**config.mk**
```make
export PLATFORM = sky130hd
export DESIGN_NAME = prime_row_classifier
export DESIGN_NICKNAME = d
export VERILOG_FILES = /design/src/rtl/prc_pkg.sv /design/src/rtl/prc_rem_unit.sv /design/src/rtl/prime_row_classifier.sv
export SDC_FILE = /design/constraint.sdc
export NUM_CORES = 1
export LEC_CHECK = 0
export ABC_AREA = 1
export BUFFER_PORTS_ARGS = -buffer_cell sky130_fd_sc_hd__buf_2
export CORE_MARGIN = 3
export CORE_UTILIZATION = 40
export DETAILED_ROUTE_END_ITERATION = 8
export PLACE_DENSITY = 0.64
export SLEW_MARGIN = 10
export SYNTH_ARGS = -nofsm -noshare
export SYNTH_HDL_FRONTEND = slang
export SYNTH_SLANG_ARGS = --single-unit
```
**constraint.sdc**
```tcl
create_clock -name i_clk -period 5.2 [get_ports i_clk]
set_input_delay 0.52 -clock i_clk [delete_from_list [all_inputs] [get_ports i_clk]]
set_output_delay 0.52 -clock i_clk [all_outputs]
set_load 0.1 [all_outputs]
```
**src/rtl/prc_pkg.sv**
```systemverilog
`default_nettype none

package prc_pkg;

    // Element width that the test reads from the value field
    localparam int DATA_WIDTH = 32;
    // Row counter saturation point
    localparam int MAX_ROWS   = 128;

    // Fixed field widths of the stream ports
    localparam int VALUE_W    = 32;
    localparam int ROW_W      = 16;
    localparam int OUT_DATA_W = 56;

    // Divisor width: covers sqrt of the largest positive value plus a step
    localparam int DIV_W = DATA_WIDTH / 2 + 1;
    // Running square of the divisor, one bit of headroom above the value
    localparam int SQ_W  = DATA_WIDTH + 1;
    // Bit counter of the serial remainder unit
    localparam int CNT_W = $clog2(DATA_WIDTH);

    localparam logic [ROW_W-1:0] ROW_LIMIT = ROW_W'(MAX_ROWS);

    typedef enum logic [1:0] {
        ST_IDLE,
        ST_CHECK,
        ST_DIV,
        ST_DONE
    } t_state;

    typedef struct packed {
        logic busy;
        logic done;
        logic zero;
    } t_rem_stat;

endpackage

`default_nettype wire

```
**src/rtl/prc_rem_unit.sv**
```systemverilog
`default_nettype none

module prc_rem_unit
    import prc_pkg::*;
(
    input  wire logic                  i_clk,
    input  wire logic                  i_rst_n,
    input  wire logic                  i_start,
    input  wire logic [DATA_WIDTH-1:0] i_dividend,
    input  wire logic [DIV_W-1:0]      i_divisor,
    output t_rem_stat                  o_stat
);

    logic                  r_busy;
    logic                  r_done;
    logic [CNT_W-1:0]      r_cnt;
    logic [DATA_WIDTH-1:0] r_quo;
    logic [DIV_W-1:0]      r_rem;
    logic [DIV_W-1:0]      r_dvs;

    logic [DIV_W:0]        w_trial;
    logic [DIV_W:0]        w_diff;
    logic [DIV_W-1:0]      n_rem;

    // One restoring step: shift in the next dividend bit, subtract if it fits
    always_comb begin
        w_trial = {r_rem, r_quo[DATA_WIDTH-1]};
        w_diff  = w_trial - {1'b0, r_dvs};
        if (w_trial >= {1'b0, r_dvs}) begin
            n_rem = w_diff[DIV_W-1:0];
        end else begin
            n_rem = w_trial[DIV_W-1:0];
        end
    end

    // Control: run one bit per cycle, pulse done after the last bit
    always_ff @(posedge i_clk) begin
        if (!i_rst_n) begin
            r_busy <= 1'b0;
            r_done <= 1'b0;
            r_cnt  <= '0;
        end else begin
            r_done <= 1'b0;
            if (i_start) begin
                r_busy <= 1'b1;
                r_cnt  <= '0;
            end else if (r_busy) begin
                r_cnt <= r_cnt + 1'b1;
                if (r_cnt == CNT_W'(DATA_WIDTH - 1)) begin
                    r_busy <= 1'b0;
                    r_done <= 1'b1;
                end
            end
        end
    end

    // Datapath: load operands on start, then shift and reduce
    always_ff @(posedge i_clk) begin
        if (i_start) begin
            r_quo <= i_dividend;
            r_dvs <= i_divisor;
            r_rem <= '0;
        end else if (r_busy) begin
            r_quo <= {r_quo[DATA_WIDTH-2:0], 1'b0};
            r_rem <= n_rem;
        end
    end

    assign o_stat.busy = r_busy;
    assign o_stat.done = r_done;
    assign o_stat.zero = (r_rem == '0);

    // A new request never lands on a running division
    a_no_restart: assert property (@(posedge i_clk) disable iff (!i_rst_n)
        i_start |-> !r_busy)
        else $error("remainder unit restarted while busy");

    // Done follows the last bit step
    a_done_after_busy: assert property (@(posedge i_clk) disable iff (!i_rst_n)
        r_done |-> $past(r_busy))
        else $error("remainder done without a running division");

endmodule

`default_nettype wire

```
**src/rtl/prime_row_classifier.sv**
```systemverilog
// Sequence: a value below 4, an even value or a negative value goes straight to the result state
// after acceptance. An odd value n >= 5 tries odd divisors d from 3 while d*d <= n; for each
// divisor a compare state is followed by a bit-serial division in the remainder unit, and a
// zero remainder ends the test as composite.
// Flow: one item at a time; the next is accepted once the result enters the output register.
// Reset: synchronous active-low i_rst_n clears sequencer, output valid and matrix state.
`default_nettype none

module prime_row_classifier
    import prc_pkg::*;
(
    input  wire logic                  i_clk,
    input  wire logic                  i_rst_n,
    // s_tdata: [31:0] value
    input  wire logic [VALUE_W-1:0]    i_s_tdata,
    // s_tlast: row_end
    input  wire logic                  i_s_tlast,
    // s_tuser: matrix_end
    input  wire logic                  i_s_tuser,
    input  wire logic                  i_s_tvalid,
    output logic                       o_s_tready,
    // m_tdata: [0] is_prime, [1] row_has_prime, [2] row_all_prime,
    //          [18:3] row_number, [50:19] largest_prime, [55:51] zero
    output logic [OUT_DATA_W-1:0]      o_m_tdata,
    // m_tlast: row_done
    output logic                       o_m_tlast,
    // m_tuser: matrix_done
    output logic                       o_m_tuser,
    output logic                       o_m_tvalid,
    input  wire logic                  i_m_tready
);

    t_state r_state;
    t_state n_state;

    // Item under test
    logic                          r_prime;
    logic                          n_prime;
    logic                          r_rend;
    logic                          r_mend;
    logic [DATA_WIDTH-1:0]         r_n;
    logic [DIV_W-1:0]              r_div;
    logic [DIV_W-1:0]              n_div;
    logic [SQ_W-1:0]               r_sq;
    logic [SQ_W-1:0]               n_sq;

    // Matrix and row state
    logic signed [DATA_WIDTH-1:0]  r_max;
    logic                          r_any;
    logic                          r_only;
    logic [ROW_W-1:0]              r_row;

    // Output register
    logic                          r_out_valid;
    logic [OUT_DATA_W-1:0]         r_out_data;
    logic                          r_out_last;
    logic                          r_out_user;

    logic signed [DATA_WIDTH-1:0]  w_val;
    logic                          w_accept;
    logic                          w_emit;
    logic                          w_start;
    logic                          w_any;
    logic                          w_only;
    logic signed [DATA_WIDTH-1:0]  w_max;
    logic signed [VALUE_W-1:0]     w_max_ext;
    t_rem_stat                     w_stat;

    assign w_val    = signed'(i_s_tdata[DATA_WIDTH-1:0]);
    assign w_accept = i_s_tvalid && (r_state == ST_IDLE);
    assign w_emit   = (r_state == ST_DONE) && (!r_out_valid || i_m_tready);

    prc_rem_unit u_rem (
        .i_clk      (i_clk),
        .i_rst_n    (i_rst_n),
        .i_start    (w_start),
        .i_dividend (r_n),
        .i_divisor  (r_div),
        .o_stat     (w_stat)
    );

    // Next state
    always_comb begin
        n_state = r_state;
        case (r_state)
            ST_IDLE: begin
                if (w_accept) begin
                    if (w_val < 4 || !w_val[0]) begin
                        n_state = ST_DONE;
                    end else begin
                        n_state = ST_CHECK;
                    end
                end
            end
            ST_CHECK: begin
                if (r_sq > SQ_W'(r_n)) begin
                    n_state = ST_DONE;
                end else begin
                    n_state = ST_DIV;
                end
            end
            ST_DIV: begin
                if (w_stat.done) begin
                    if (w_stat.zero) begin
                        n_state = ST_DONE;
                    end else begin
                        n_state = ST_CHECK;
                    end
                end
            end
            ST_DONE: begin
                if (w_emit) begin
                    n_state = ST_IDLE;
                end
            end
            default: begin
                n_state = ST_IDLE;
            end
        endcase
    end

    // Sequencer outputs: divisor stepping and the primality verdict
    always_comb begin
        n_prime = r_prime;
        n_div   = r_div;
        n_sq    = r_sq;
        w_start = 1'b0;
        case (r_state)
            ST_IDLE: begin
                n_div   = DIV_W'(3);
                n_sq    = SQ_W'(9);
                n_prime = (w_val >= 2) && (w_val < 4);
            end
            ST_CHECK: begin
                if (r_sq > SQ_W'(r_n)) begin
                    n_prime = 1'b1;
                end else begin
                    w_start = 1'b1;
                end
            end
            ST_DIV: begin
                if (w_stat.done) begin
                    if (w_stat.zero) begin
                        n_prime = 1'b0;
                    end else begin
                        // (d+2)^2 = d^2 + 4d + 4
                        n_div = r_div + DIV_W'(2);
                        n_sq  = r_sq + SQ_W'({r_div, 2'b00}) + SQ_W'(4);
                    end
                end
            end
            ST_DONE: begin
                n_prime = r_prime;
            end
            default: begin
                n_prime = 1'b0;
            end
        endcase
    end

    // Row and matrix flags including the current item
    always_comb begin
        w_any  = r_any | r_prime;
        w_only = r_only & r_prime;
        w_max  = r_max;
        if (r_prime && (signed'(r_n) > r_max)) begin
            w_max = signed'(r_n);
        end
        w_max_ext = VALUE_W'(w_max);
    end

    // Control registers and matrix state
    always_ff @(posedge i_clk) begin
        if (!i_rst_n) begin
            r_state     <= ST_IDLE;
            r_out_valid <= 1'b0;
            r_max       <= '1;
            r_any       <= 1'b0;
            r_only      <= 1'b1;
            r_row       <= ROW_W'(1);
        end else begin
            r_state <= n_state;
            if (w_emit) begin
                r_out_valid <= 1'b1;
            end else if (i_m_tready) begin
                r_out_valid <= 1'b0;
            end
            if (w_emit) begin
                if (r_mend) begin
                    r_max  <= '1;
                    r_any  <= 1'b0;
                    r_only <= 1'b1;
                    r_row  <= ROW_W'(1);
                end else begin
                    r_max <= w_max;
                    if (r_rend) begin
                        r_any  <= 1'b0;
                        r_only <= 1'b1;
                        if (r_row < ROW_LIMIT) begin
                            r_row <= r_row + 1'b1;
                        end
                    end else begin
                        r_any  <= w_any;
                        r_only <= w_only;
                    end
                end
            end
        end
    end

    // Item payload and the output register
    always_ff @(posedge i_clk) begin
        r_prime <= n_prime;
        r_div   <= n_div;
        r_sq    <= n_sq;
        if (w_accept) begin
            r_n    <= DATA_WIDTH'(w_val);
            r_rend <= i_s_tlast;
            r_mend <= i_s_tuser;
        end
        if (w_emit) begin
            r_out_data <= {5'b0, w_max_ext, r_row, w_only, w_any, r_prime};
            r_out_last <= r_rend;
            r_out_user <= r_mend;
        end
    end

    assign o_s_tready = (r_state == ST_IDLE);
    assign o_m_tdata  = r_out_data;
    assign o_m_tlast  = r_out_last;
    assign o_m_tuser  = r_out_user;
    assign o_m_tvalid = r_out_valid;

    // Running square tracks the divisor while testing
    a_square_tracks: assert property (@(posedge i_clk) disable iff (!i_rst_n)
        (r_state == ST_CHECK) |-> (64'(r_sq) == 64'(r_div) * 64'(r_div)))
        else $error("divisor square out of step");

    // Waiting on a division means the unit is running or just finished
    a_div_active: assert property (@(posedge i_clk) disable iff (!i_rst_n)
        (r_state == ST_DIV) |-> (w_stat.busy || w_stat.done))
        else $error("sequencer waits on an idle remainder unit");

    // An all-prime flag never goes with a non-prime item, and a prime marks the row
    a_row_flags: assert property (@(posedge i_clk) disable iff (!i_rst_n)
        o_m_tvalid |-> ((!o_m_tdata[2] || o_m_tdata[0]) && (!o_m_tdata[0] || o_m_tdata[1])))
        else $error("row flags disagree with item verdict");

endmodule

`default_nettype wire

```
==> metrics.yaml, run 1 <==
outcome: "complete, no violations"
cts_root_buffer: "clkbuf_16"
setup-violations-final: 0
setup.worst_path.end_class: "flop"
p_clk_frac: 0.216
postRouteAntennaNets: 0
drive_gt1_frac: 0.105
cts_hold_buf: 0
h-tree-depth: 1
worst_path_most_repeated_cell: "nand2_1"
grt_pass1_vias: 10600
switching_share: 0.424
period_needed_ns: 3.45
ys_seq_area_frac: 0.493
finClkSkew_ns: 0.0163
whs_path_depth: 1
r2r-end: "o_m_tdata[44]$_DFFE_PP_"
hold_viol_final: 0
hold_path_class: "in2reg"
drtIter0Drc: 687
fmax_mhz: 290
cp_top_family: "simple AND/OR/NAND/NOR gates"
worst_pin_slew_ns: 1.04
ys.flop_type: "edfxtp_1"
rsz0062_at_grt: "false"
min_from: "i_s_tuser"
wl_mm: 34.4
rows: 68
core_area_sq_um: 34800
detail_route.wl_per_cell_um: 16.1
gp_congestion: 0.875
syn2layout_area_growth_pct: 12.7
clock_sinks: 259
dieArea_sq_um: 37800
final_common_cell: "nand2_1"
initial_core_util: 0.408
io_pins: 98
place_area_sq_um: 15100
fin_setup_tns_ns: 0
syn-mean-instance-area_sq_um: 9.02
reg2regPathDepth: 12
worstPathMaxFanout: 33
cts.repair.resized: 0
antenna_found_initial: 0
holdWs_ns: 0.146
synthArstFlopShare: 0
synth_area_sq_um: 14200
cts_setup_buffers: 0
hpwl_mm: 24.6
drv_slew: 0
fin_nets: 1818
power_density_nw_per_um2: 590
postSynthCellCount: 1574
synth_edf_count: 182
ys_warn_count: 0
max_cap_violations: 0
slew_headroom: 0.304
period_share: 0.664
grt-ovfl-total: 0
io_buffers: 92
worst-setup-path-type: "reg2reg"
reg2reg_from: "r_n[7]$_DFFE_PP_"
slowest_stage: "nand3_2"
startpoint_type: "flop"
final_cell_mix: "nand2_1 (320), inv_1 (187), edfxtp_1 (182)"
worst_ir_drop_vdd_v: 0.000360
clk_pin_slew_ns: 0.06
antenna_cells: 0
clk_latency_ns: 0.55
p_int_w: 0.00543
num_vias: 11100
yosysUniqueCellTypes: 49
grt_pass1_wl_mm: 55.4
p_switching_w: 0.00400
grt_max_degree: 86
route.detailed.drc: 0
ys_ff_latch: 259
postLayoutCellArea_sq_um: 16000
dp_cells: 2085
final_core_util: 0.460
ctsLongestPathBuffers: 3
combPwrFrac: 0.416
critical_path.cell_chain: "ha_1, a21o_1, nor2_1, nand2_1, nand2_1, nand2_1, nand2_1, nand3_2, nand3_2, buf_4, nand2_1, and2_1"
die_x_um: 194
vias_per_cell: 5.19
die_h_um: 194
p_seq_frac: 0.368
path_buf_inv: 1
crit_path_max_incr_delay_ns: 0.57
hold_end: "r_mend$_DFFE_PP_"
detail_route.first_pass.iterations: 5
grt_usage: 0.176
p_leak_nw: 6.96
fill_cells: 3278
cts_tree: "yes"
reg2reg_slack_ns: 1.75
instances_no_fill: 2137
cp.required_ns: 5.49
cts_inserted_buffers: 28
crit_arrival_ns: 3.74
[flip-flops by register name (all words and copies together) (netlist names), 2 cells and up]
| signal | count |
|---|---|
| r_state | 2 |
| r_n | 32 |
| u_rem.r_quo | 32 |
| o_m_tdata | 51 |
| r_row | 16 |
| u_rem.r_rem | 17 |
| u_rem.r_cnt | 5 |
| r_sq | 30 |
| u_rem.r_dvs | 16 |
| r_div | 16 |
| r_max | 32 |
[how the worst max path moves through the flow]
stage                                  from                 endpoint  slack (ns)  depth (start not counted)
finish                     r_n[7]$_DFFE_PP_  o_m_tdata[44]$_DFFE_PP_        1.75                         12
CTS                        r_n[7]$_DFFE_PP_  o_m_tdata[44]$_DFFE_PP_        1.87                         12
floorplan           o_m_tvalid$_SDFFE_PN0P_   o_m_tdata[0]$_DFFE_PP_        2.06                          4
global route               r_n[7]$_DFFE_PP_  o_m_tdata[43]$_DFFE_PP_        1.57                         12
detailed placement         r_n[7]$_DFFE_PP_  o_m_tdata[23]$_DFFE_PP_        1.91                         12
global placement           r_n[7]$_DFFE_PP_  o_m_tdata[23]$_DFFE_PP_        1.95                         12
[power by group through the flow]
stage	Combinational, W	Sequential [W]	Clock [W]
finish	0.00393	0.00347	0.00204
global route	0.00446	0.00353	0.00216
detailed placement	0.00390	0.00351	0
floorplan	0.00272	0.00372	0
global placement	0.00383	0.00349	0
CTS	0.00393	0.00347	0.00208
[synthesized netlist by cell type, types with 2 or more instances]
cell type / number / area share
a21o_1: 10 / 0.0053
nor2_2: 3 / 0.0013
nand3b_1: 17 / 0.0090
nand4_1: 47 / 0.021
buf_2: 12 / 0.0042
nand2_2: 2 / 0.00088
xnor2_1: 6 / 0.0037
a211o_1: 2 / 0.0012
fa_1: 2 / 0.0028
clkbuf_1: 23 / 0.0061
o21a_1: 9 / 0.0048
a211oi_1: 3 / 0.0016
nand2_1: 321 / 0.085
nor4_1: 15 / 0.0066
nand3_1: 103 / 0.036
and2_1: 33 / 0.015
o211ai_1: 4 / 0.0021
nor3_1: 24 / 0.0085
nor2_1: 77 / 0.020
o21ai_0: 85 / 0.030
nor4_2: 2 / 0.0018
nand3_2: 2 / 0.0014
a21oi_2: 4 / 0.0025
a31oi_1: 4 / 0.0018
o21bai_1: 5 / 0.0026
nand2_4: 2 / 0.0016
edfxtp_1: 182 / 0.38
inv_1: 187 / 0.049
dfxtp_1: 77 / 0.11
nor3_2: 3 / 0.0021
buf_6: 3 / 0.0024
and3_1: 3 / 0.0013
a21oi_1: 148 / 0.052
nor3b_1: 3 / 0.0016
ha_1: 118 / 0.10
or2_2: 4 / 0.0018
inv_2: 2 / 0.00053
xor2_1: 6 / 0.0037
buf_4: 11 / 0.0058
[layout make-up]
type	count	area [sq um]	share of cell area
sequential	259	7010	0.438
multi-input combinational	1079	6230	0.389
clock buffer	42	835	0.0521
inverter	190	713	0.0446
tap	455	569	0.0356
timing repair buffer	102	536	0.0335
clock inverter	10	113	0.00704
[metrics by stage]
step | total power, W | setup WS (ns)
after floorplan | 0.00644 | 2.06
after global placement | 0.00732 | 1.95
after detailed placement | 0.00741 | 1.91
after CTS | 0.00948 | 1.87
after global routing | 0.0101 | 1.57
final | 0.00944 | 1.75
[routing by layer]
layer  up-vias  GRT usage  share of wire
met4         0     0.0481          0.029
met5         -          0              0
met3        62     0.0217          0.044
met1      5175      0.254           0.48
li1       5591          -              -
met2       265      0.282           0.45
[worst reg2reg max path: stages (launching register included)]
cell	delay, ns
edfxtp_1	0.39
ha_1	0.32
a21o_1	0.18
nor2_1	0.17
nand2_1	0.09
nand2_1	0.07
nand2_1	0.06
nand2_1	0.11
nand3_2	0.57
nand3_2	0.57
buf_4	0.36
nand2_1	0.14
and2_1	0.16
[cells by family (layout without fill, tap and decap cells)]
family          count (synthesis)  in the layout  synth area share
compound gates                280            280             0.108
xor+xnor                       12             12           0.00740
fa+ha+maj                     120            120             0.107
buf+inv                       240            344            0.0690
flops                         259            259             0.493
other cells                     1              5          0.000264
simple gates                  662            662             0.215
No activity file was read; power rests on OpenSTA's default activity.
==> run 2: changes to the inputs <==
clock period = 3.2 ns   (was 5.2 ns; I/O delays follow)
==> metrics.yaml, run 2 (synthesis results as in run 1) <==
fin_nets: 1861  # was 1818
hold_path_class: "in2reg"  # unchanged
max_cap_violations: 0  # unchanged
cts.repair.resized: 0  # unchanged
detail_route.first_pass.iterations: 7  # was 5
worst-setup-path-type: "reg2reg"  # unchanged
r2r-end: "r_sq[19]$_SDFFCE_PN0P_"  # was o_m_tdata[44]$_DFFE_PP_
worstPathMaxFanout: 5  # was 33
clk_latency_ns: 0.54  # was 0.55 ns
final_common_cell: "nand2_1"  # unchanged
worst_pin_slew_ns: 0.789  # was 1.04 ns
core_area_sq_um: 34800  # unchanged
cts_inserted_buffers: 28  # unchanged
hpwl_mm: 25.0  # was 24.6 mm
h-tree-depth: 1  # unchanged
die_x_um: 194  # unchanged
cts_hold_buf: 32  # was 0
io_buffers: 92  # unchanged
p_switching_w: 0.00655  # was 0.00400 W
gp_congestion: 0.879  # was 0.875
reg2reg_slack_ns: 0.40  # was 1.75 ns
hold_viol_final: 0  # unchanged
grt_usage: 0.181  # was 0.176
cts_root_buffer: "clkbuf_16"  # unchanged
hold_end: "r_n[0]$_DFFE_PP_"  # was r_mend$_DFFE_PP_
final_cell_mix: "nand2_1 (321), inv_1 (187), edfxtp_1 (182)"  # was nand2_1 (320), inv_1 (187), edfxtp_1 (182)
period_share: 0.877  # was 0.664
io_pins: 98  # unchanged
dieArea_sq_um: 37800  # unchanged
initial_core_util: 0.408  # unchanged
cts_tree: "yes"  # unchanged
place_area_sq_um: 15200  # was 15100 sq um
grt_max_degree: 86  # unchanged
antenna_found_initial: 0  # unchanged
cp.required_ns: 3.49  # was 5.49 ns
antenna_cells: 0  # unchanged
power_density_nw_per_um2: 939  # was 590 nW/um^2
clock_sinks: 259  # unchanged
rows: 68  # unchanged
dp_cells: 2096  # was 2085
die_h_um: 194  # unchanged
num_vias: 11400  # was 11100
largest_reg_flops: 51  # unchanged
setup-violations-final: 0  # unchanged
crit_arrival_ns: 3.10  # was 3.74 ns
p_seq_frac: 0.361  # was 0.368
detail_route.wl_per_cell_um: 16.1  # about the same
finClkSkew_ns: 0.0154  # was 0.0163 ns
fin_setup_tns_ns: 0  # unchanged
drtIter0Drc: 900  # was 687
switching_share: 0.426  # was 0.424
fmax_mhz: 357  # was 290 MHz
drv_slew: 0  # unchanged
combPwrFrac: 0.430  # was 0.416
whs_path_depth: 1  # unchanged
route.detailed.drc: 0  # unchanged
ctsLongestPathBuffers: 3  # unchanged
fill_cells: 3241  # was 3278
p_clk_frac: 0.209  # was 0.216
grt_pass1_vias: 10900  # was 10600
worst_ir_drop_vdd_v: 0.000499  # was 0.000360 V
p_leak_nw: 7.14  # was 6.96 nW
setup.worst_path.end_class: "flop"  # unchanged
p_int_w: 0.00885  # was 0.00543 W
grt-ovfl-total: 0  # unchanged
slew_headroom: 0.473  # was 0.304
min_from: "i_s_tdata[0]"  # was i_s_tuser
grt_pass1_wl_mm: 56.9  # was 55.4 mm
clk_pin_slew_ns: 0.06  # about the same
period_needed_ns: 2.80  # was 3.45 ns
drive_gt1_frac: 0.107  # was 0.105
postLayoutCellArea_sq_um: 16400  # was 16000 sq um
postRouteAntennaNets: 0  # unchanged
design_power_total_w: 0.0154  # was 0.00944 W
reg2reg_from: "r_div[1]$_SDFFCE_PN1P_"  # was r_n[7]$_DFFE_PP_
vias_per_cell: 5.23  # was 5.19
startpoint_type: "flop"  # unchanged
syn2layout_area_growth_pct: 15.5  # was 12.7%
instances_no_fill: 2180  # was 2137
outcome: "complete, no violations"  # unchanged
rsz0062_at_grt: "false"  # unchanged
holdWs_ns: 0.0738  # was 0.146 ns
reg2regPathDepth: 12  # unchanged
wl_mm: 35.0  # was 34.4 mm
cts_setup_buffers: 0  # unchanged
run 2: worst max-delay path, cell delays in order, from the launching register on:
cell	delay (ns)
edfxtp_1	0.46
ha_1	0.47
fa_1	0.26
nand3_1	0.08
nand3_1	0.20
nand2_1	0.08
nand2_1	0.12
inv_1	0.05
o21ai_0	0.33
inv_1	0.11
o21bai_1	0.19
a21oi_1	0.09
o21a_1	0.10
run 2: area by class of cell:
type | count | area (sq um) | area share
Clock buffer | 39 | 825 | 0.0503
Clock inverter | 13 | 100 | 0.00610
Inverter | 190 | 713 | 0.0435
Multi-Input combinational cell | 1079 | 6230 | 0.380
Sequential cell | 259 | 7010 | 0.427
Tap cell | 455 | 569 | 0.0347
Timing Repair Buffer | 145 | 963 | 0.0587
run 2: power groups by stage:
stage	clock network, W	registers [W]	logic, W
final	0.00321	0.00556	0.00662
after global routing	0.00341	0.00567	0.00750
after CTS	0.00329	0.00557	0.00660
after detailed placement	0	0.00563	0.00654
after global placement	0	0.00560	0.00645
after floorplan	0	0.00604	0.00443
run 2: layer usage:
metal,vias to the layer above,GRT usage,part of all wire
li1,5689,-,-
met1,5380,0.261,0.48
met2,264,0.288,0.44
met3,60,0.0203,0.041
met4,0,0.0537,0.031
met5,-,0,0
run 2: worst max path at each step:
stage	from	depth (start not counted)	slack [ns]	end
detailed placement	r_div[1]$_SDFFCE_PN1P_	12	0.43	r_sq[19]$_SDFFCE_PN0P_
CTS	r_div[1]$_SDFFCE_PN1P_	12	0.41	r_sq[19]$_SDFFCE_PN0P_
global route	r_div[1]$_SDFFCE_PN1P_	12	0.11	r_sq[19]$_SDFFCE_PN0P_
global placement	r_div[8]$_SDFFCE_PN0P_	12	0.42	r_sq[19]$_SDFFCE_PN0P_
finish	r_div[1]$_SDFFCE_PN1P_	12	0.40	r_sq[19]$_SDFFCE_PN0P_
floorplan	o_m_tvalid$_SDFFE_PN0P_	4	0.06	o_m_tdata[0]$_DFFE_PP_
run 2: stage by stage:
step | setup slack (ns) | util
final | 0.395 | 0.472
after global routing | 0.114 | 0.472
after CTS | 0.407 | 0.472
after detailed placement | 0.430 | 0.436
after global placement | 0.422 | 0.436
after floorplan | 0.0574 | -
==> run 3: changes to the inputs <==
HOLD_SLACK_MARGIN = 0.1   (was default)
==> metrics.yaml, run 3 (synthesis results as in run 1) <==
reg2reg_from: "r_div[8]$_SDFFCE_PN0P_"  # was r_div[1]$_SDFFCE_PN1P_
fin_setup_tns_ns: 0  # unchanged
route.detailed.drc: 0  # unchanged
wl_mm: 35.1  # was 35.0 mm
reg2reg_slack_ns: 0.40  # about the same
rsz0062_at_grt: "false"  # unchanged
power_density_nw_per_um2: 937  # was 939 nW/um^2
drive_gt1_frac: 0.106  # was 0.107
die_x_um: 194  # unchanged
num_vias: 11400  # about the same
grt_pass1_vias: 10900  # about the same
io_buffers: 92  # unchanged
whs_path_depth: 4  # was 1
rows: 68  # unchanged
worst_pin_slew_ns: 0.792  # was 0.789 ns
final_cell_mix: "nand2_1 (321), inv_1 (187), edfxtp_1 (182)"  # unchanged
detail_route.first_pass.iterations: 5  # was 7
crit_arrival_ns: 3.09  # was 3.10 ns
min_from: "i_m_tready"  # was i_s_tdata[0]
period_needed_ns: 2.80  # about the same
detail_route.wl_per_cell_um: 16.1  # about the same
cts_setup_buffers: 0  # unchanged
grt_usage: 0.181  # about the same
setup-violations-final: 0  # unchanged
grt_max_degree: 86  # unchanged
cts_tree: "yes"  # unchanged
p_leak_nw: 7.15  # was 7.14 nW
worst_ir_drop_vdd_v: 0.000501  # was 0.000499 V
die_h_um: 194  # unchanged
h-tree-depth: 1  # unchanged
antenna_found_initial: 0  # unchanged
gp_congestion: 0.879  # unchanged
cts_root_buffer: "clkbuf_16"  # unchanged
antenna_cells: 0  # unchanged
hold_path_class: "in2reg"  # unchanged
postRouteAntennaNets: 0  # unchanged
slew_headroom: 0.472  # was 0.473
fin_nets: 1864  # was 1861
worstPathMaxFanout: 7  # was 5
r2r-end: "r_sq[19]$_SDFFCE_PN0P_"  # unchanged
cp.required_ns: 3.49  # about the same
grt_pass1_wl_mm: 57.0  # was 56.9 mm
final_common_cell: "nand2_1"  # unchanged
outcome: "complete, no violations"  # unchanged
syn2layout_area_growth_pct: 15.7  # was 15.5%
postLayoutCellArea_sq_um: 16400  # about the same
hpwl_mm: 25.0  # unchanged
largest_reg_flops: 51  # unchanged
setup.worst_path.end_class: "flop"  # unchanged
vias_per_cell: 5.23  # about the same
final_core_util: 0.472  # about the same
dieArea_sq_um: 37800  # unchanged
io_pins: 98  # unchanged
initial_core_util: 0.408  # unchanged
fmax_mhz: 357  # about the same
clk_pin_slew_ns: 0.06  # about the same
cts_inserted_buffers: 28  # unchanged
clock_sinks: 259  # unchanged
drv_slew: 0  # unchanged
period_share: 0.874  # was 0.877
ctsLongestPathBuffers: 3  # unchanged
core_area_sq_um: 34800  # unchanged
reg2regPathDepth: 12  # unchanged
clk_latency_ns: 0.54  # about the same
worst-setup-path-type: "reg2reg"  # unchanged
hold_end: "o_m_tvalid$_SDFFE_PN0P_"  # was r_n[0]$_DFFE_PP_
holdWs_ns: 0.141  # was 0.0738 ns
drtIter0Drc: 892  # was 900
startpoint_type: "flop"  # unchanged
finClkSkew_ns: 0.0158  # was 0.0154 ns
hold_viol_final: 0  # unchanged
grt-ovfl-total: 0  # unchanged
place_area_sq_um: 15200  # unchanged
max_cap_violations: 0  # unchanged
run 3: cell count changes in the layout (fill, tap and decap cells not counted), sizes merged:
cell / change
dlygate4sd3: +3
run 3: routing by layer:
| layer | up-vias | GRT usage | wire [um] |
|---|---|---|---|
| met4 | 0 | 0.0540 | 1090 |
| li1 | 5693 | - | - |
| met2 | 282 | 0.288 | 15600 |
| met1 | 5380 | 0.262 | 17000 |
| met5 | - | 0 | 0 |
| met3 | 60 | 0.0203 | 1470 |
run 3: what timing repair did:
item,4_1_cts,5_1_grt
setup endpoints to repair,0,0
endpoints found under the hold margin,37,0
resized for setup,0,0
hold buffers,35,0
run 3: layout make-up:
| class | instances | area, sq um |
|---|---|---|
| flip-flops and latches | 259 | 7010 |
| repair buffers | 148 | 993 |
| multi-input cells | 1079 | 6230 |
| clock inverters | 13 | 100 |
| inverters | 190 | 713 |
| fillers | 3235 | 18400 |
| well taps | 455 | 569 |
| clock buffers | 39 | 825 |
run 3: critical path, stage by stage, from the launching register on:
cell and delay [ns]:
edfxtp_1 0.50, ha_1 0.34, ha_1 0.33, nand2_1 0.11
nor2_1 0.21, nand2_1 0.08, nand2_1 0.12, inv_1 0.05
o21ai_0 0.33, inv_1 0.11, o21bai_1 0.19, a21oi_1 0.09
o21a_1 0.10
run 3: where the power goes:
group,internal [W],switching [W]
Sequential,0.00494,0.000623
Clock,0.00188,0.00134
Combinational,0.00203,0.00459
run 3: stage by stage:
stage / power (W) / std cells / worst slack [ns]
floorplan: 0.0105 / 1578 / 0.0574
global placement: 0.0121 / 2096 / 0.422
detailed placement: 0.0122 / 2096 / 0.430
CTS: 0.0155 / 2183 / 0.407
global route: 0.0166 / 2183 / 0.114
finish: 0.0154 / 2183 / 0.403
run 3: how the worst max path moves through the flow:
stage	slack (ns)	to	cells after the start	from
floorplan	0.06	o_m_tdata[0]$_DFFE_PP_	4	o_m_tvalid$_SDFFE_PN0P_
global placement	0.42	r_sq[19]$_SDFFCE_PN0P_	12	r_div[8]$_SDFFCE_PN0P_
detailed placement	0.43	r_sq[19]$_SDFFCE_PN0P_	12	r_div[1]$_SDFFCE_PN1P_
CTS	0.41	r_sq[19]$_SDFFCE_PN0P_	12	r_div[1]$_SDFFCE_PN1P_
global route	0.11	r_sq[19]$_SDFFCE_PN0P_	12	r_div[1]$_SDFFCE_PN1P_
finish	0.40	r_sq[19]$_SDFFCE_PN0P_	12	r_div[8]$_SDFFCE_PN0P_
